`config.mk`:
```
export PLATFORM = sky130hd
export DESIGN_NAME = cascadable_prescaled_timers_unit
export DESIGN_NICKNAME = d
export VERILOG_FILES = /design/src/sv/cpt_pkg.sv /design/src/sv/cascadable_prescaled_timers_unit.sv /design/src/sv/cpt_ctrl.sv /design/src/sv/cpt_datapath.sv
export SDC_FILE = /design/constraint.sdc
export NUM_CORES = 1
export LEC_CHECK = 0
export BUFFER_PORTS_ARGS = -buffer_cell sky130_fd_sc_hd__buf_2
export CAP_MARGIN = 20
export CORE_MARGIN = 2
export CORE_UTILIZATION = 50
export DETAILED_ROUTE_END_ITERATION = 6
export GPL_TIMING_DRIVEN = 0
export PLACE_DENSITY = 0.69
export SYNTH_ARGS = -nofsm -noshare
export SYNTH_HDL_FRONTEND = slang
export SYNTH_SLANG_ARGS = --single-unit
```
`constraint.sdc`:
```
create_clock -name clk -period 6.2 [get_ports clk]
set_input_delay 0.31 -clock clk [delete_from_list [all_inputs] [get_ports clk]]
set_output_delay 0.31 -clock clk [all_outputs]
set_load 0.05 [all_outputs]
```
`src/sv/cpt_pkg.sv`:
```
// ============================================================================
// cpt_pkg - shared types and constants for the cascadable prescaled timers
// Request/response payloads, operation codes, control word bit positions and
// the controller/datapath command and status groups.
// ============================================================================
package cpt_pkg;

    // Operation codes carried in the request
    localparam logic [2:0] OP_TICK       = 3'd0;
    localparam logic [2:0] OP_WR_RELOAD  = 3'd1;
    localparam logic [2:0] OP_WR_CONTROL = 3'd2;
    localparam logic [2:0] OP_RD_COUNT   = 3'd3;
    localparam logic [2:0] OP_RD_CONTROL = 3'd4;

    // Control word bit positions
    localparam int CTL_CASCADE_BIT = 2;
    localparam int CTL_IRQ_EN_BIT  = 6;
    localparam int CTL_ENABLE_BIT  = 7;

    // Prescaler select codes (control bits 1:0)
    localparam logic [1:0] PSC_DIV1    = 2'd0;
    localparam logic [1:0] PSC_DIV64   = 2'd1;
    localparam logic [1:0] PSC_DIV256  = 2'd2;
    localparam logic [1:0] PSC_DIV1024 = 2'd3;

    localparam int COUNT_W = 16;
    localparam int REM_W   = 10;
    localparam int IRQ_W   = 4;

    typedef struct packed {
        logic [2:0]  operation;
        logic [1:0]  timer_index;
        logic [15:0] write_value;
        logic [7:0]  elapsed_cycles;
    } req_t;

    typedef struct packed {
        logic [15:0] read_data;
        logic [3:0]  timer_irq;
    } rsp_t;

    // Commands from the controller to the datapath
    typedef struct packed {
        logic accept;      // latch the request
        logic exec;        // run a register access or open a tick
        logic setup;       // split cycles of the current timer into ticks
        logic step;        // one tick of the current timer plus its chain
        logic next_timer;  // advance to the following timer
        logic publish;     // load the response register
    } cpt_cmd_t;

    // Status from the datapath to the controller
    typedef struct packed {
        logic is_tick;
        logic ticks_done;
        logic timer_last;
    } cpt_status_t;

endpackage

```
`src/sv/cascadable_prescaled_timers_unit.sv`:
```
// Sequence: a register access runs execute, then done loads the response register;
// a tick runs execute, then per timer a setup and a step per tick, where ticks_t is
// (remainder + elapsed_cycles) / prescale period, with one tick and its full cascade
// chain per clock. One item is in work at a time; the next request transfer can follow
// in the cycle after the response loads; an unaccepted earlier response holds that load.
// Reset (rst_n, async, active low) clears all timer state and drops any pending response.
// ============================================================================
// cascadable_prescaled_timers_unit - four cascadable 16-bit prescaled timers
// Top level: joins the sequencer and the timer datapath. Requests are tick
// items or register accesses; every request yields exactly one response.
// ============================================================================
module cascadable_prescaled_timers_unit
#(
    parameter int NUM_TIMERS = 4,
    parameter int MAX_CYCLES = 255
)
(
    input  logic           clk,
    input  logic           rst_n,
    input  logic           req_valid,
    output logic           req_ready,
    input  cpt_pkg::req_t  req_data,
    output logic           rsp_valid,
    input  logic           rsp_ready,
    output cpt_pkg::rsp_t  rsp_data
);

    // command and status groups between the sequencer and the datapath
    cpt_pkg::cpt_cmd_t    cmd;
    cpt_pkg::cpt_status_t status;

    // sequencer: accepts a request transfer only when idle, steps the work,
    // and holds the finished result until the response register is free
    cpt_ctrl u_ctrl
    (
        .clk       (clk),
        .rst_n     (rst_n),
        .req_valid (req_valid),
        .req_ready (req_ready),
        .rsp_valid (rsp_valid),
        .rsp_ready (rsp_ready),
        .status    (status),
        .cmd       (cmd)
    );

    // datapath: timer state, prescale split, cascade chain, response register
    cpt_datapath
    #(
        .NUM_TIMERS (NUM_TIMERS),
        .MAX_CYCLES (MAX_CYCLES)
    )
    u_datapath
    (
        .clk      (clk),
        .rst_n    (rst_n),
        .req_data (req_data),
        .rsp_data (rsp_data),
        .cmd      (cmd),
        .status   (status)
    );

endmodule

```
`src/sv/cpt_ctrl.sv`:
```
// ============================================================================
// cpt_ctrl - sequencer for the timer block
// Walks each item through execute and, for a tick, per-timer setup and tick
// stepping, and owns the request/response handshake.
// ============================================================================
module cpt_ctrl
(
    input  logic                   clk,
    input  logic                   rst_n,
    input  logic                   req_valid,
    output logic                   req_ready,
    output logic                   rsp_valid,
    input  logic                   rsp_ready,
    input  cpt_pkg::cpt_status_t   status,
    output cpt_pkg::cpt_cmd_t      cmd
);

    localparam logic [2:0] S_IDLE  = 3'd0;
    localparam logic [2:0] S_EXEC  = 3'd1;
    localparam logic [2:0] S_SETUP = 3'd2;
    localparam logic [2:0] S_STEP  = 3'd3;
    localparam logic [2:0] S_DONE  = 3'd4;

    logic [2:0] state_reg;
    logic [2:0] state_next;
    logic       rsp_valid_reg;
    logic       rsp_valid_next;

    assign req_ready = (state_reg == S_IDLE);
    assign rsp_valid = rsp_valid_reg;

    always_comb
    begin
        state_next = state_reg;
        cmd        = '0;
        unique case (state_reg)
            S_IDLE:
            begin
                if (req_valid)
                begin
                    cmd.accept = 1'b1;
                    state_next = S_EXEC;
                end
            end
            S_EXEC:
            begin
                cmd.exec   = 1'b1;
                state_next = status.is_tick ? S_SETUP : S_DONE;
            end
            S_SETUP:
            begin
                cmd.setup  = 1'b1;
                state_next = S_STEP;
            end
            S_STEP:
            begin
                if (!status.ticks_done)
                begin
                    cmd.step = 1'b1;
                end
                else if (status.timer_last)
                begin
                    state_next = S_DONE;
                end
                else
                begin
                    cmd.next_timer = 1'b1;
                    state_next     = S_SETUP;
                end
            end
            S_DONE:
            begin
                // hold until the response register is free
                if (!rsp_valid_reg || rsp_ready)
                begin
                    cmd.publish = 1'b1;
                    state_next  = S_IDLE;
                end
            end
            default:
            begin
                state_next = S_IDLE;
            end
        endcase
    end

    always_comb
    begin
        rsp_valid_next = rsp_valid_reg;
        if (cmd.publish)
        begin
            rsp_valid_next = 1'b1;
        end
        else if (rsp_ready)
        begin
            rsp_valid_next = 1'b0;
        end
    end

    always_ff @(posedge clk or negedge rst_n)
    begin
        if (!rst_n)
        begin
            state_reg     <= S_IDLE;
            rsp_valid_reg <= 1'b0;
        end
        else
        begin
            state_reg     <= state_next;
            rsp_valid_reg <= rsp_valid_next;
        end
    end

endmodule

```
`src/sv/cpt_datapath.sv`:
```
// ============================================================================
// cpt_datapath - timer registers, prescale split and cascade chain
// Holds counters, reloads, control words and remainders, the latched request,
// the per-timer tick counter, the interrupt collector and the response.
// ============================================================================
module cpt_datapath
#(
    parameter int NUM_TIMERS = 4,
    parameter int MAX_CYCLES = 255
)
(
    input  logic                   clk,
    input  logic                   rst_n,
    input  cpt_pkg::req_t          req_data,
    output cpt_pkg::rsp_t          rsp_data,
    input  cpt_pkg::cpt_cmd_t      cmd,
    output cpt_pkg::cpt_status_t   status
);

    localparam int IDX_W = (NUM_TIMERS > 1) ? $clog2(NUM_TIMERS) : 1;
    localparam int ACC_W = $clog2((1 << cpt_pkg::REM_W) - 1 + MAX_CYCLES + 1);
    localparam int CW    = cpt_pkg::COUNT_W;
    localparam int RW    = cpt_pkg::REM_W;

    logic [CW-1:0]    count_reg   [NUM_TIMERS];
    logic [CW-1:0]    count_next  [NUM_TIMERS];
    logic [CW-1:0]    reload_reg  [NUM_TIMERS];
    logic [CW-1:0]    reload_next [NUM_TIMERS];
    logic [CW-1:0]    control_reg [NUM_TIMERS];
    logic [CW-1:0]    control_next[NUM_TIMERS];
    logic [RW-1:0]    rem_reg     [NUM_TIMERS];
    logic [RW-1:0]    rem_next    [NUM_TIMERS];

    logic [2:0]       op_reg;
    logic [1:0]       index_reg;
    logic [CW-1:0]    value_reg;
    logic [ACC_W-1:0] cycles_reg;
    logic [ACC_W-1:0] cycles_sat;

    logic [IDX_W-1:0] timer_reg;
    logic [IDX_W-1:0] timer_next;
    logic [ACC_W-1:0] ticks_reg;
    logic [ACC_W-1:0] ticks_next;
    logic [NUM_TIMERS-1:0] irq_reg;
    logic [NUM_TIMERS-1:0] irq_next;
    logic [CW-1:0]    rdata_reg;
    logic [CW-1:0]    rdata_next;
    cpt_pkg::rsp_t    rsp_reg;

    logic             index_ok;
    logic [IDX_W-1:0] addr;
    logic [CW-1:0]    sel_count;
    logic [CW-1:0]    sel_reload;
    logic [CW-1:0]    sel_control;
    logic [RW-1:0]    sel_rem;
    logic [ACC_W-1:0] acc;
    logic [ACC_W-1:0] split_ticks;
    logic [RW-1:0]    split_rem;
    logic [NUM_TIMERS-1:0] stepped;
    logic [NUM_TIMERS-1:0] wraps;
    logic             carry;

    // saturate the cycle count at the configured ceiling
    always_comb
    begin
        if (ACC_W'(req_data.elapsed_cycles) > ACC_W'(MAX_CYCLES))
        begin
            cycles_sat = ACC_W'(MAX_CYCLES);
        end
        else
        begin
            cycles_sat = ACC_W'(req_data.elapsed_cycles);
        end
    end

    assign index_ok = (int'(index_reg) < NUM_TIMERS);
    assign addr     = (op_reg == cpt_pkg::OP_TICK) ? timer_reg : IDX_W'(index_reg);

    assign sel_count   = count_reg[addr];
    assign sel_reload  = reload_reg[addr];
    assign sel_control = control_reg[addr];
    assign sel_rem     = rem_reg[addr];

    // split accumulated cycles into whole prescaler periods and a remainder
    assign acc = ACC_W'(sel_rem) + cycles_reg;

    always_comb
    begin
        case (sel_control[1:0])
            cpt_pkg::PSC_DIV1:
            begin
                split_ticks = acc;
                split_rem   = '0;
            end
            cpt_pkg::PSC_DIV64:
            begin
                split_ticks = acc >> 6;
                split_rem   = RW'(acc[5:0]);
            end
            cpt_pkg::PSC_DIV256:
            begin
                split_ticks = acc >> 8;
                split_rem   = RW'(acc[7:0]);
            end
            default:
            begin
                split_ticks = acc >> 10;
                split_rem   = acc[9:0];
            end
        endcase
    end

    // cascade chain: the current timer steps, each overflow steps the next
    // enabled cascade timer, and the chain stops at the first non-overflow
    always_comb
    begin
        carry = 1'b0;
        for (int j = 0; j < NUM_TIMERS; j++)
        begin
            wraps[j] = (count_reg[j] == {CW{1'b1}});
            if (IDX_W'(j) == timer_reg)
            begin
                stepped[j] = 1'b1;
            end
            else
            begin
                stepped[j] = carry & control_reg[j][cpt_pkg::CTL_ENABLE_BIT]
                                   & control_reg[j][cpt_pkg::CTL_CASCADE_BIT];
            end
            carry = stepped[j] & wraps[j];
        end
    end

    always_comb
    begin
        for (int j = 0; j < NUM_TIMERS; j++)
        begin
            count_next[j]   = count_reg[j];
            reload_next[j]  = reload_reg[j];
            control_next[j] = control_reg[j];
            rem_next[j]     = rem_reg[j];
        end
        timer_next = timer_reg;
        ticks_next = ticks_reg;
        irq_next   = irq_reg;
        rdata_next = rdata_reg;

        if (cmd.exec)
        begin
            timer_next = '0;
            irq_next   = '0;
            rdata_next = '0;
            unique case (op_reg)
                cpt_pkg::OP_TICK:
                begin
                end
                cpt_pkg::OP_WR_RELOAD:
                begin
                    if (index_ok)
                    begin
                        reload_next[addr] = value_reg;
                    end
                end
                cpt_pkg::OP_WR_CONTROL:
                begin
                    if (index_ok)
                    begin
                        control_next[addr] = value_reg;
                        // enable rising edge loads the counter
                        if (!sel_control[cpt_pkg::CTL_ENABLE_BIT]
                            && value_reg[cpt_pkg::CTL_ENABLE_BIT])
                        begin
                            count_next[addr] = sel_reload;
                        end
                    end
                end
                cpt_pkg::OP_RD_COUNT:
                begin
                    if (index_ok)
                    begin
                        rdata_next = sel_count;
                    end
                end
                cpt_pkg::OP_RD_CONTROL:
                begin
                    if (index_ok)
                    begin
                        rdata_next = sel_control;
                    end
                end
                default:
                begin
                end
            endcase
        end

        if (cmd.setup)
        begin
            if (sel_control[cpt_pkg::CTL_ENABLE_BIT]
                && !sel_control[cpt_pkg::CTL_CASCADE_BIT])
            begin
                ticks_next    = split_ticks;
                rem_next[addr] = split_rem;
            end
            else
            begin
                ticks_next = '0;
            end
        end

        if (cmd.step)
        begin
            ticks_next = ticks_reg - ACC_W'(1);
            for (int j = 0; j < NUM_TIMERS; j++)
            begin
                if (stepped[j])
                begin
                    if (wraps[j])
                    begin
                        count_next[j] = reload_reg[j];
                        if (control_reg[j][cpt_pkg::CTL_IRQ_EN_BIT])
                        begin
                            irq_next[j] = 1'b1;
                        end
                    end
                    else
                    begin
                        count_next[j] = count_reg[j] + CW'(1);
                    end
                end
            end
        end

        if (cmd.next_timer)
        begin
            timer_next = timer_reg + IDX_W'(1);
        end
    end

    always_ff @(posedge clk or negedge rst_n)
    begin
        if (!rst_n)
        begin
            for (int j = 0; j < NUM_TIMERS; j++)
            begin
                count_reg[j]   <= '0;
                reload_reg[j]  <= '0;
                control_reg[j] <= '0;
                rem_reg[j]     <= '0;
            end
            op_reg    <= cpt_pkg::OP_TICK;
            timer_reg <= '0;
            ticks_reg <= '0;
        end
        else
        begin
            for (int j = 0; j < NUM_TIMERS; j++)
            begin
                count_reg[j]   <= count_next[j];
                reload_reg[j]  <= reload_next[j];
                control_reg[j] <= control_next[j];
                rem_reg[j]     <= rem_next[j];
            end
            if (cmd.accept)
            begin
                op_reg <= req_data.operation;
            end
            timer_reg <= timer_next;
            ticks_reg <= ticks_next;
        end
    end

    // payload registers
    always_ff @(posedge clk)
    begin
        if (cmd.accept)
        begin
            index_reg  <= req_data.timer_index;
            value_reg  <= req_data.write_value;
            cycles_reg <= cycles_sat;
        end
        irq_reg   <= irq_next;
        rdata_reg <= rdata_next;
        if (cmd.publish)
        begin
            rsp_reg.read_data <= rdata_reg;
            rsp_reg.timer_irq <= cpt_pkg::IRQ_W'(irq_reg);
        end
    end

    assign rsp_data          = rsp_reg;
    assign status.is_tick    = (op_reg == cpt_pkg::OP_TICK);
    assign status.ticks_done = (ticks_reg == '0);
    assign status.timer_last = (timer_reg == IDX_W'(NUM_TIMERS - 1));

endmodule

```
# After elaboration in Yosys (flattened, before gate mapping)
# Cells that the tools add are included.
[classes] add_sub_neg=7 multipliers=0 div_mod_pow=0 magnitude_cmp=2 n_eq_ne=21 shifts=0 muxes=77 bitwise=10 reduce_logical=19
[ops] operator="$mux 64" n=4
[ops] operator="$mux 16" n=15
[ops] operator="$bwmux 64" n=3
[ops] operator="$bmux 16 s2" n=3
[ops] operator="$add 16x1->16 const B" n=4
[ops] operator="$eq 16x16->1 const B" n=4
[ops] operator="$bwmux 40" n=1
[ops] operator="$mux 11" n=3
[ops] operator="$pmux 11 s3" n=1
[ops] operator="$demux 16 s2" n=1
[ops] operator="$pmux 16 s2" n=1
[ops] operator="$mux 10" n=3
[ops] operator="$pmux 10 s3" n=1
[ops] operator="$mux 1" n=27
[ops] operator="$bmux 10 s2" n=1
[ops] operator="$demux 10 s2" n=1
[ops] operator="$mux 3" n=5
[ops] operator="$pmux 3 s5" n=1
[ops] operator="$eq 3x2->1 const B" n=4
[ops] operator="$add 10x8->11" n=1
[ops] operator="$logic_not 11->1" n=1
[ops] operator="$sub 11x1->11 const B" n=1
[ops] operator="$and 1x1->1" n=9
[ops] operator="$mux 2" n=4
[ops] operator="21 further kinds" n=37
[totals] register_bits=318 latch_bits=0 ram_bits=0 rom_bits=0 in_bits=33 output_inout_bits=22 wordCells=164 n_memories=0

# Depth between registers and ports, before layout
# Gate-level depths: netlist (run 1).
[logic_depth] word_depth=16 ltp_mapped=17 depth_no_buf=12

# By module
# From an unflattened synthesis (run 1), not the netlist that was laid out.
[unflattened] hier_cells=1323 area_unflattened_um2=16504.6
[by_module_without_submodules] module="cpt_datapath" n_inst=1 cells_per_inst=1293 area_each_um2=16250.6 seq_area_each_um2=8147.8
[by_module_without_submodules] module="cpt_ctrl" n_inst=1 cells_per_inst=30 area_each_um2=254.0 seq_area_each_um2=100.1

# Worst setup path after synthesis (run 1)
# No wires, ideal clock.
[synth_timing] kind="reg-to-reg" from="register u_datapath.op_reg[1]" to="register u_datapath.rem_reg[8] (netlist name)" setup_time_ns=0.065 t_arrival_ns=4.198 required_time_ns=6.135 slack_ns=1.937 stages_incl_launch_ff=18 path_buffers=5 period_less_slack_ns=4.263 cell_sequence="dfrtp_1 > buf_4 > or3_1 > buf_6 > buf_6 > mux2_4 > buf_6 > buf_2 > mux4_2 > ha_1 > inv_1 > fa_1 > o21ai_0 > a31oi_1 > o21ai_0 > xor2_1 > nor2b_1 > mux2_2"
[synth_via] elab_chain_cells=9 word_cells_on_any_way=23 cone_classes="add/sub: 1; order compare: 2; eq/ne: 2; mux: 11; bitwise: 1; reduce/logical: 6"
[synth_lines] element="start, declared" line="cpt_datapath.sv:34" source="logic [2:0] op_reg;"
[synth_lines] element="start signal, assigned" line="cpt_datapath.sv:251" source="op_reg <= cpt_pkg::OP_TICK;"
[synth_lines] element="start signal, assigned" line="cpt_datapath.sv:266" source="op_reg <= req_data.operation;"
[synth_lines] element="$logic_not 3->1 (*)" line="cpt_datapath.sv:77" source="assign addr = (op_reg == cpt_pkg::OP_TICK) ? timer_reg : IDX_W'(index_reg);"
[synth_lines] element="$mux 2 (*)" line="cpt_datapath.sv:77"
[synth_lines] element="$not 2->3 (not written as such) (*)" line="cpt_datapath.sv:81, cpt_datapath.sv:82, cpt_datapath.sv:203"
[synth_lines] element="$bmux 10 s2 or $bmux 16 s2 (tied branches)" line="cpt_datapath.sv:82, cpt_datapath.sv:81"
[synth_lines] element="$mux 10 (not written as such) or $mux 16 (tied branches) (2 in a row)" line="cpt_datapath.sv:82, cpt_datapath.sv:81"
[synth_lines] element="$add 10x8->11, or another cell as far along" line="cpt_datapath.sv:85" source="assign acc = ACC_W'(sel_rem) + cycles_reg;"
[synth_lines] element="$pmux 10 s3 or $logic_and 1x1->1 (tied branches)" line="cpt_datapath.sv:89, cpt_datapath.sv:200"
[synth_lines] element="$bwmux 40 or $reduce_and 2->1 (tied branches)"
[synth_lines] element="end signal, assigned by index" line="cpt_datapath.sv:262" source="rem_reg[j] <= rem_next[j];"
[synth_lines] element="end, declared" line="cpt_datapath.sv:31" source="logic [RW-1:0] rem_reg [NUM_TIMERS];"
# Mark *: on every way between the ends. The rest lies on a longest branch, timed or not. The select of a mux whose other input is x is not followed.
# A chain may end at the register's enable or synchronous reset.

# Worst setup path in the final report (run 1)
[layout_timing] from="register u_datapath.op_reg[0]" to="register u_datapath.rem_reg[18] (netlist name)"
# The elaborated chain is that of the path after synthesis.

==> metrics, run 1 <==
status=finished clean; crit path DAT=about 6 ns; register area share after synthesis=0.498; GRT Overall Usage=0.286; post-cts resize count=0; WS Path Type=flop to flop; WL per Instance=25.1 um; Routed Antenna Nets=0; actual slew at the worst max-slew pin=1.09 ns; hold crit path type=input pin to flop; TritonRoute pass-1 iters=5; internal power=roughly 5300 uW; die area=34600 um^2; P_sw=between 3000 and 4000 uW; LEAKAGE=a little over 0.008 uW; dpl hpwl=around 34000 um; Yosys reg bits=318; PortBufs=54; share of cells above drive strength 1=0.282; RR Startpoint=u_datapath.op_reg[0]; nature of the critical path startpoint=flop; f_max=181 MHz; Nets=around 1.5k; Final setup viols=0; Overflow after GRT=0; crit path time final=approximately 5.5 ns; Skew-Pair Late Insertion Delay=approximately 0.53 ns; H-tree lvl count=2; DR iter-0 viols=1313; max-slew violations=0; Synthesized Nets=between 1k and 1.5k; Yosys cell types=83; Clk pwr share=0.273; Critical Path RT=about 6.7 ns; Max-cap violations=0; CTS root buf=clkbuf_16; CTS tree=built; Core ar.=~33000 um^2; largest net degree at the start of global routing=110; Slew HR=0.267; antenna cells=0; total DRC errors in the routed layout=0; syn_area_per_cell=about 12 um^2; antenna violations before repair=1; mapped cell area=16600 um^2; CTS buffer count=37; die width=roughly 190 um; clk buf depth=3; CTS clock-pin slew for the worst setup and hold paths=~0.060 ns; Setup TNS Final=0 ns; RSZ-0062 raised after global routing=false; clk sink count=approximately 320; Synth async-reset ratio=0.792; row cnt=66; Fin. Hold Viols=0; hold slack=between 0.01 and 0.015 ns; Comb pwr share=0.324; via count=~12k; gate count after technology mapping=roughly 1.3k; Die Y=between 150 and 200 um; Sw Ratio=0.360; total routed wirelength=between 40000 and 50000 um; Final period util=0.893; Reg power frac=0.403; YS warnings=0; Placer Congestion=~1; postcts setup bufs=0; total I/O pin count=55; crit path launch=u_datapath.op_reg[0]; number of synthesized flops with an enable pin=between 60 and 70; Hold Path Origin=req_data[28]; Setup Skew=0.0156 ns; vias in the first global route=between 10k and 15k; Starting Density=0.508; CP Max Fanout=10; drt via density=between 6 and 7; CP Capture Type=flop; power density over the cells=438 nW/um^2; first-pass GRT wire length=between 70000 and 80000 um; ys flop type=dfrtp_1; Area Overhead vs Synth=15.0%; maximum VDD drop=about 250 uV
==> path summary, 6_finish.rpt <==
| check | endpoint | slack (ns) | depth (start not counted) |
|---|---|---|---|
| max | u_datapath.rem_reg[18] | 0.66 | 15 |
| min | u_datapath.op_reg[2] | 0.01 | 2 |
| max reg2reg | u_datapath.rem_reg[18] | 0.66 | 15 |
| min reg2reg | u_datapath.rsp_data[18] | 0.42 | 0 |
| max in group asynchronous | u_datapath.reload_reg[44] | 4.55 | 4 |
| min in group asynchronous | u_datapath.ticks_reg[7] | 0.34 | 2 |
==> per-stage QoR <==
| step | util | std cells | instance area, um^2 | power [uW] | worst slack [ns] |
|---|---|---|---|---|---|
| finish | 0.584 | 1923 | 19000 | 8350 | 0.664 |
| global route | 0.584 | 1923 | 19000 | 8720 | 0.427 |
| CTS | 0.583 | 1922 | 19000 | 8320 | 0.741 |
| detailed placement | 0.536 | 1829 | 17500 | 6020 | 0.773 |
| global placement | 0.533 | 1824 | 17400 | 5920 | 0.123 |
| floorplan | - | 1328 | 16600 | 5100 | 1.94 |
==> final cells by class <==
type	count	area, um^2
repair buffers	87	651
well taps	442	553
clock buffers	52	1040
fillers	2613	13600
plain buffers	70	375
clock inverters	14	224
inverters	22	82.6
flip-flops and latches	318	8250
multi-input cells	918	7870
==> power groups by stage <==
stage | Combinational [uW] | Sequential [uW] | Clock [uW]
finish | 2700 | 3360 | 2280
global route | 2910 | 3430 | 2390
CTS | 2680 | 3330 | 2310
detailed placement | 2650 | 3360 | 0
global placement | 2570 | 3350 | 0
floorplan | 1890 | 3200 | 0
==> layer usage <==
metal	vias up	share of wire	track usage
li1	5236	-	-
met1	6135	0.41	0.393
met2	643	0.47	0.454
met3	106	0.084	0.0534
met4	0	0.035	0.105
met5	-	0	0
==> cell usage in the layout, fill, tap and decap left out, types with 11 or more instances in the layout <==
master,netlist,layout
dfrtp_1,252,252
mux2_2,169,169
nand2_1,105,105
buf_2,24,77
mux2i_1,77,77
nor2_1,66,66
edfxtp_1,62,62
a21oi_1,61,61
mux4_2,58,58
nand3_1,42,42
clkbuf_1,29,40
clkbuf_16,0,39
o21ai_0,36,36
xor2_1,27,27
dlygate4sd3_1,0,27
a211oi_1,24,24
inv_1,21,21
and3_1,20,20
a31oi_1,20,20
xnor2_1,20,20
ha_1,18,18
nor3_1,15,14
nand4_1,14,14
a22o_1,12,12
and2_1,11,11
==> worst max-delay path: stages (launching register included) <==
cell,delay (ns)
dfrtp_1,0.50
or4b_1,0.62
nand2_4,0.19
buf_2,0.39
buf_2,0.40
buf_2,0.41
mux4_2,0.30
ha_1,0.17
inv_1,0.07
fa_1,0.44
o21ai_0,0.32
a31oi_1,0.19
o21ai_0,0.50
xor2_1,0.42
nor2b_1,0.34
mux2_2,0.22
==> cell families after synthesis <==
logic type,count (synthesis),share of synthesized area
xor+xnor,47,0.0248
simple gates,329,0.103
mux,314,0.248
compound gates,209,0.0832
buf+inv,92,0.0276
flops,318,0.498
fa+ha+maj,19,0.0148
==> Yosys cell counts (all sizes together) (3+ instances only) <==
cell type | count | share of area
dfrtp | 252 | 0.38
mux2 | 176 | 0.12
nand2 | 106 | 0.024
mux2i | 80 | 0.050
nor2 | 67 | 0.015
edfxtp | 62 | 0.11
a21oi | 61 | 0.018
mux4 | 58 | 0.079
nand3 | 45 | 0.015
buf | 41 | 0.016
o21ai | 39 | 0.012
clkbuf | 29 | 0.0066
xor2 | 27 | 0.014
a211oi | 25 | 0.012
nor3 | 23 | 0.011
inv | 22 | 0.0050
a31oi | 20 | 0.0076
and3 | 20 | 0.0076
xnor2 | 20 | 0.011
ha | 18 | 0.014
nand4 | 15 | 0.0060
a22o | 12 | 0.0063
and2 | 12 | 0.0045
and4 | 10 | 0.0053
o22ai | 8 | 0.0030
o31ai | 7 | 0.0040
nand2b | 6 | 0.0023
o211ai | 6 | 0.0027
a32o | 5 | 0.0030
nor2b | 5 | 0.0019
dfxtp | 4 | 0.0048
o21a | 4 | 0.0018
or3 | 4 | 0.0018
nor4 | 3 | 0.0015
o221a | 3 | 0.0020
or2 | 3 | 0.0011
or3b | 3 | 0.0016
==> timing repair <==
item,4_1_cts,5_1_grt
setup endpoints to repair,0,0
hold endpoints to repair,99,0
hold buffers,27,0
Power figures use the tool's default switching activity.
==> run 2: changes to the inputs <==
--- a/config.mk
+++ b/config.mk
@@ -5,6 +5,7 @@
 export SDC_FILE = /design/constraint.sdc
 export NUM_CORES = 1
 export LEC_CHECK = 0
+export ABC_AREA = 1
 export BUFFER_PORTS_ARGS = -buffer_cell sky130_fd_sc_hd__buf_2
 export CAP_MARGIN = 20
 export CORE_MARGIN = 2
==> run 2 against run 1 <==
Power rose by 9.9%. Maximum frequency up 24%. Routed wire length rose by 12%. Clock skew rose by 0.0083 ns. Cell count up 40%. Critical endpoint is now u_datapath.rem_reg[26].
==> metrics, run 2 <==
status=finished clean; WS Path Type=flop to flop; maximum VDD drop=274 uV (+8.8%); gate count after technology mapping=2088 (+57%); actual slew at the worst max-slew pin=1.11 ns (+0.0132 ns); slowest stage delay, CP=0.60 ns (-0.02 ns); GRT Overall Usage=0.320 (+0.0342); CTS buffer count=37 (unchanged); total routed wirelength=54000 um (+12%); Critical Path RT=6.68 ns (about the same); postcts setup bufs=0 (unchanged); Setup Skew=0.0240 ns (+0.00832 ns); Setup TNS Final=0 ns (unchanged); vias in the first global route=13.9k (+16%); Crit path max-delay family=simple AND/OR/NAND/NOR gates; most frequent CP cell=nand2_1; Routed Antenna Nets=0 (unchanged); max-slew violations=0 (unchanged); Overflow after GRT=0 (unchanged); mapped cell area=16600 um^2 (+0.12%); Nets=2266 (+50%); number of synthesized flops with an enable pin=62 (unchanged); Slowest cell on crit path=buf_1; H-tree lvl count=2 (unchanged); die area=34600 um^2 (+0.12%); hold crit path type=input pin to flop; Final setup viols=0 (unchanged); crit path DAT=4.93 ns (-1.08 ns); WL per Instance=20.1 um (-20%); total DRC errors in the routed layout=0 (unchanged); cell taking the most area after synthesis=dfrtp_1; Die Y=186 um (about the same); largest net degree at the start of global routing=110 (unchanged); Final period util=0.718 (-0.175); clk sink count=318 (unchanged); RSZ-0062 raised after global routing=false; row cnt=66 (unchanged); antenna cells=0 (unchanged); commonest non-fill, non-tap cell in the layout=nand2_1; f_max=225 MHz (+24%); Starting Density=0.509 (+0.000614); WP buf/inv=4 (unchanged); drt via density=5.65 (-10%); CP Max Fanout=10 (unchanged); Placer Congestion=1.01 (+3.4%); most frequent cells in the layout=nand2_1 (654), dfrtp_1 (252), inv_1 (214); total I/O pin count=55 (unchanged); Core ar.=32600 um^2 (unchanged); YS warnings=0 (unchanged); multi-input combinational cell area=7090 um^2 (-9.8%); antenna violations before repair=0 (-1); Reg area=8250 um^2 (unchanged); Synth top area share=0.380 (-0.000459); Slew HR=0.254 (-0.0129); Synth async-reset ratio=0.792 (unchanged); most frequent cell after synthesis=nand2_1; fillers=2986 (+14%); via count=15.2k (+25%); Fin. Hold Viols=0 (unchanged); crit-path cells=nor2_4 > nand2_4 > nand2_1 > nand2_1 > nand2_1 > buf_2 > buf_1 > o221ai_1 > inv_1 > ha_1 > inv_1 > fa_1 > o21ai_0 > a21boi_0 > xor2_1 > nor2_1 > nand2_1 > nand2_1; Yosys cell types=52 (-37%); CTS clock-pin slew for the worst setup and hold paths=0.06 ns (about the same); register area share after synthesis=0.497 (-0.000601); CP Capture Type=flop; Area Overhead vs Synth=14.7%; power density over the cells=482 nW/um^2 (+10%); Synthesized Nets=2140 (+55%); final core occ=0.583 (-0.000690); dpl hpwl=40200 um (+19%); nature of the critical path startpoint=flop; die width=186 um (about the same); Skew-Pair Late Insertion Delay=0.55 ns (+0.02 ns); CTS root buf=clkbuf_16; TritonRoute pass-1 iters=6 (+1); first-pass GRT wire length=82600 um (+12%); crit path time final=4.45 ns (-1.08 ns); syn_area_per_cell=7.94 um^2 (-36%); hold slack=0.0129 ns (+0.00282 ns); PortBufs=54 (unchanged); top cells by area, synth=dfrtp_1 (38%), nand2_1 (15%), edfxtp_1 (11%); DR iter-0 viols=1700 (+29%); LEAKAGE=0.00878 uW (+7.6%); clk buf depth=3 (unchanged); Max-cap violations=0 (unchanged); Synth top cells by count=nand2_1 (654), dfrtp_1 (252), inv_1 (214), o21ai_0 (212), nor2_1 (121); Yosys reg bits=318 (unchanged); ys flop type=dfrtp_1; share of cells above drive strength 1=0.0883 (-0.193); CTS tree=built
-- run 2: timing repair --
item | 4_1_cts | 5_1_grt
hold buffers | 28 | 0
hold endpoints to repair | 71 | 0
gates resized for setup | 0 | 0
-- run 2: report_power, final --
part	switching (uW)	internal, uW
clock network	912	1270
registers	529	2790
logic	2590	1080
total	4030	5150
-- run 2: worst paths after layout --
| kind | start | end | slack [ns] | cells past startpoint |
|---|---|---|---|---|
| min in group asynchronous | rst_n | u_datapath.reload_reg[11] | 0.26 | 2 |
| max in group asynchronous | rst_n | u_datapath.ticks_reg[2] | 5.05 | 3 |
| hold reg to reg | u_datapath.rdata_reg[5] | u_datapath.rsp_data[9] | 0.42 | 0 |
| setup / recovery | u_datapath.op_reg[0] | u_datapath.rem_reg[26] | 1.75 | 18 |
| hold / removal | req_data[27] | u_datapath.op_reg[1] | 0.01 | 3 |
| setup reg to reg | u_datapath.op_reg[0] | u_datapath.rem_reg[26] | 1.75 | 18 |
-- run 2: layer usage --
metal / wire length, um / share of wire / track usage
met1: 24300 / 0.45 / 0.487
met2: 22000 / 0.41 / 0.444
met3: 5910 / 0.11 / 0.0804
met4: 1740 / 0.032 / 0.105
met5: 0 / 0 / 0
-- run 2: metrics by stage --
step                power (uW)  instances  cell area, um^2  setup slack (ns)
floorplan                 5590       2088            16600              2.80
global placement          6800       2584            17400             0.114
detailed placement        6890       2589            17500              1.81
CTS                       9100       2685            19000              1.81
global route              9740       2685            19000              1.44
finish                    9180       2685            19000              1.75
-- run 2: worst min-delay path: stages --
cell,delay (ns)
buf_2,0.10
nand2_1,0.05
o21ai_0,0.06
-- run 2: layout make-up --
type | count | area share
Sequential cell | 318 | 0.434
Multi-Input combinational cell | 1453 | 0.373
Clock buffer | 54 | 0.0568
Inverter | 235 | 0.0464
Timing Repair Buffer | 87 | 0.0348
Tap cell | 442 | 0.0291
Buffer | 82 | 0.0191
Clock inverter | 14 | 0.00730
-- run 2: logic make-up (layout without fill, tap and decap cells) --
group,Yosys count,after routing,share of synthesized area
fa+ha+maj,19,19,0.0148
flops,318,318,0.497
buf+inv,317,472,0.0751
mux,2,2,0.00121
xor+xnor,47,47,0.0248
compound gates,451,451,0.153
simple gates,934,934,0.233
==> run 3: changes to the inputs <==
--- a/config.mk
+++ b/config.mk
@@ -12,7 +12,7 @@
 export CORE_UTILIZATION = 50
 export DETAILED_ROUTE_END_ITERATION = 6
 export GPL_TIMING_DRIVEN = 0
-export PLACE_DENSITY = 0.69
+export PLACE_DENSITY = 0.72
 export SYNTH_ARGS = -nofsm -noshare
 export SYNTH_HDL_FRONTEND = slang
 export SYNTH_SLANG_ARGS = --single-unit
==> constraint.sdc (replaced) <==
create_clock -name clk -period 3.9 [get_ports clk]
set_input_delay 0.195 -clock clk [delete_from_list [all_inputs] [get_ports clk]]
set_output_delay 0.195 -clock clk [all_outputs]
set_load 0.05 [all_outputs]
==> run 3 against run 2 <==
Register-to-register slack worse by 1.5 ns. Power increased by 59%. Worst setup slack lost 1.5 ns. Cell count unchanged. Critical path type unchanged. Critical endpoint is now u_datapath.rem_reg[29]. Highest routed layer unchanged.
==> metrics, run 3 (synthesis gave the netlist of run 2 again) <==
status=finished clean; total I/O pin count=55 (unchanged); PortBufs=54 (unchanged); clk sink count=318 (unchanged); actual slew at the worst max-slew pin=0.885 ns (-0.223 ns); first-pass GRT wire length=80700 um (-2.3%); nature of the critical path startpoint=flop; share of cells above drive strength 1=0.0874 (-0.000892); max-slew violations=0 (unchanged); Skew-Pair Late Insertion Delay=0.54 ns (about the same); WS Path Type=flop to flop; Core ar.=32600 um^2 (unchanged); die width=186 um (unchanged); Critical Path RT=4.35 ns (-2.33 ns); vias in the first global route=14.0k (+0.15%); row cnt=66 (unchanged); CP Max Fanout=19 (+9); Routed Antenna Nets=0 (unchanged); Slew HR=0.406 (+0.151); Final period util=0.941 (+0.223); Area Overhead vs Synth=14.8% (about the same); CTS buffer count=36 (-2.7%); dpl cells=2589 (unchanged); Starting Density=0.509 (unchanged); largest net degree at the start of global routing=125 (+14%); die area=34600 um^2 (unchanged); DR iter-0 viols=1781 (+4.8%); Overflow after GRT=0 (unchanged); crit path time final=3.67 ns (-0.781 ns); most frequent cells in the layout=nand2_1 (654), dfrtp_1 (252), inv_1 (214); dpl hpwl=38900 um (-3.3%); total routed wirelength=53300 um (-1.4%); maximum VDD drop=462 uV (+68%); Nets=2269 (+0.13%); Setup Skew=0.0198 ns (-0.00418 ns); CP Capture Type=flop; commonest non-fill, non-tap cell in the layout=nand2_1; Placer Congestion=1.03 (+1.6%); GRT Overall Usage=0.310 (-0.0101); Max-cap violations=0 (unchanged); WL per Instance=19.8 um (-1.4%); antenna cells=0 (unchanged); Post-Layout Cell Count=2685 (unchanged); clk buf depth=3 (unchanged); CTS root buf=clkbuf_16; Fin. Hold Viols=0 (unchanged); f_max=272 MHz (+21%); total DRC errors in the routed layout=0 (unchanged); LEAKAGE=0.00878 uW (about the same); CTS tree=built; antenna violations before repair=1 (+1); Die Y=186 um (unchanged); TritonRoute pass-1 iters=6 (unchanged); hold crit path type=input pin to flop; drt via density=5.69 (+0.75%); Final setup viols=0 (unchanged); CTS clock-pin slew for the worst setup and hold paths=0.06 ns (about the same); post-layout power=14600 uW (+59%); via count=15.3k (+0.75%); crit path DAT=4.12 ns (-0.81 ns); power density over the cells=768 nW/um^2 (+59%); H-tree lvl count=2 (unchanged); Setup TNS Final=0 ns (unchanged)
==> run 3: cell types whose count changed in the layout (fill, tap and decap cells not counted), sizes merged <==
cell         before  now
clkbuf          103  102
dlygate4sd3      28   31
bufinv            1    3
inv             236  235
clkinv           11    5
buf              92   95
==> run 3: metal layers <==
metal	part of all wire	wire (um)	GRT usage
met5	0	0	0
met4	0.030	1620	0.0917
met3	0.11	6100	0.0703
met2	0.42	22200	0.444
met1	0.44	23300	0.469
==> run 3: timing repair <==
action,in CTS,in global routing
buffers inserted,0,4
endpoints found under the hold margin,81,0
pin swaps,0,1
resized for setup,1,10
hold buffers,31,0
setup endpoints to repair,42,38
==> run 3: worst paths after layout <==
kind / start / to / slack [ns] / depth (start not counted)
setup / recovery: u_datapath.op_reg[0] / u_datapath.rem_reg[29] / 0.23 / 21
hold / removal: req_valid / u_ctrl.state_reg[2] / 0.14 / 3
setup reg to reg: u_datapath.op_reg[0] / u_datapath.rem_reg[29] / 0.23 / 21
hold reg to reg: u_datapath.rdata_reg[8] / u_datapath.rsp_data[12] / 0.42 / 0
max in group asynchronous: rst_n / u_datapath.ticks_reg[3] / 2.35 / 4
min in group asynchronous: rst_n / u_datapath.count_reg[9] / 0.16 / 2
==> run 3: final cells by class <==
cell class,instances,area (um^2)
clock buffer,55,1030
timing repair buffer,95,727
fill,2963,13600
clock inverter,9,130
tap,442,553
buffer,78,360
sequential,318,8250
multi-input combinational,1453,7100
inverter,235,885
==> run 3: worst max-delay path: stages, from the launching register on <==
cell and delay, ns:
dfrtp_1 0.44, nor2_4 0.20, nand2_4 0.13, nand2_1 0.13, o21ai_4 0.10, nor2_4 0.29, buf_6 0.26, a22oi_1 0.15
o221ai_1 0.14, inv_1 0.08, ha_1 0.32, or2_2 0.32, nand3_1 0.09, nand2_1 0.08, nand2_1 0.08, nand2_1 0.07
inv_1 0.06, nor2_1 0.04, nand2_1 0.09, and2_1 0.28, nand2_1 0.11, o21ai_1 0.15
==> run 3: through the flow <==
step                      setup slack, ns  hold slack (ns)  utilization  area (um^2)
after detailed placement           -0.464            0.122        0.537        17500
after global routing              -0.0416            0.217        0.584        19000
after global placement              -2.03            0.371        0.534        17400
final                               0.228            0.143        0.584        19000
after floorplan                     0.496           -0.101            -        16600
after CTS                          0.0281            0.141        0.582        19000
==> run 3: where the power goes <==
| group | internal (uW) | switching (uW) |
|---|---|---|
| combinational | 1780 | 4130 |
| clock | 2030 | 1400 |
| sequential | 4440 | 843 |
| total | 8250 | 6370 |
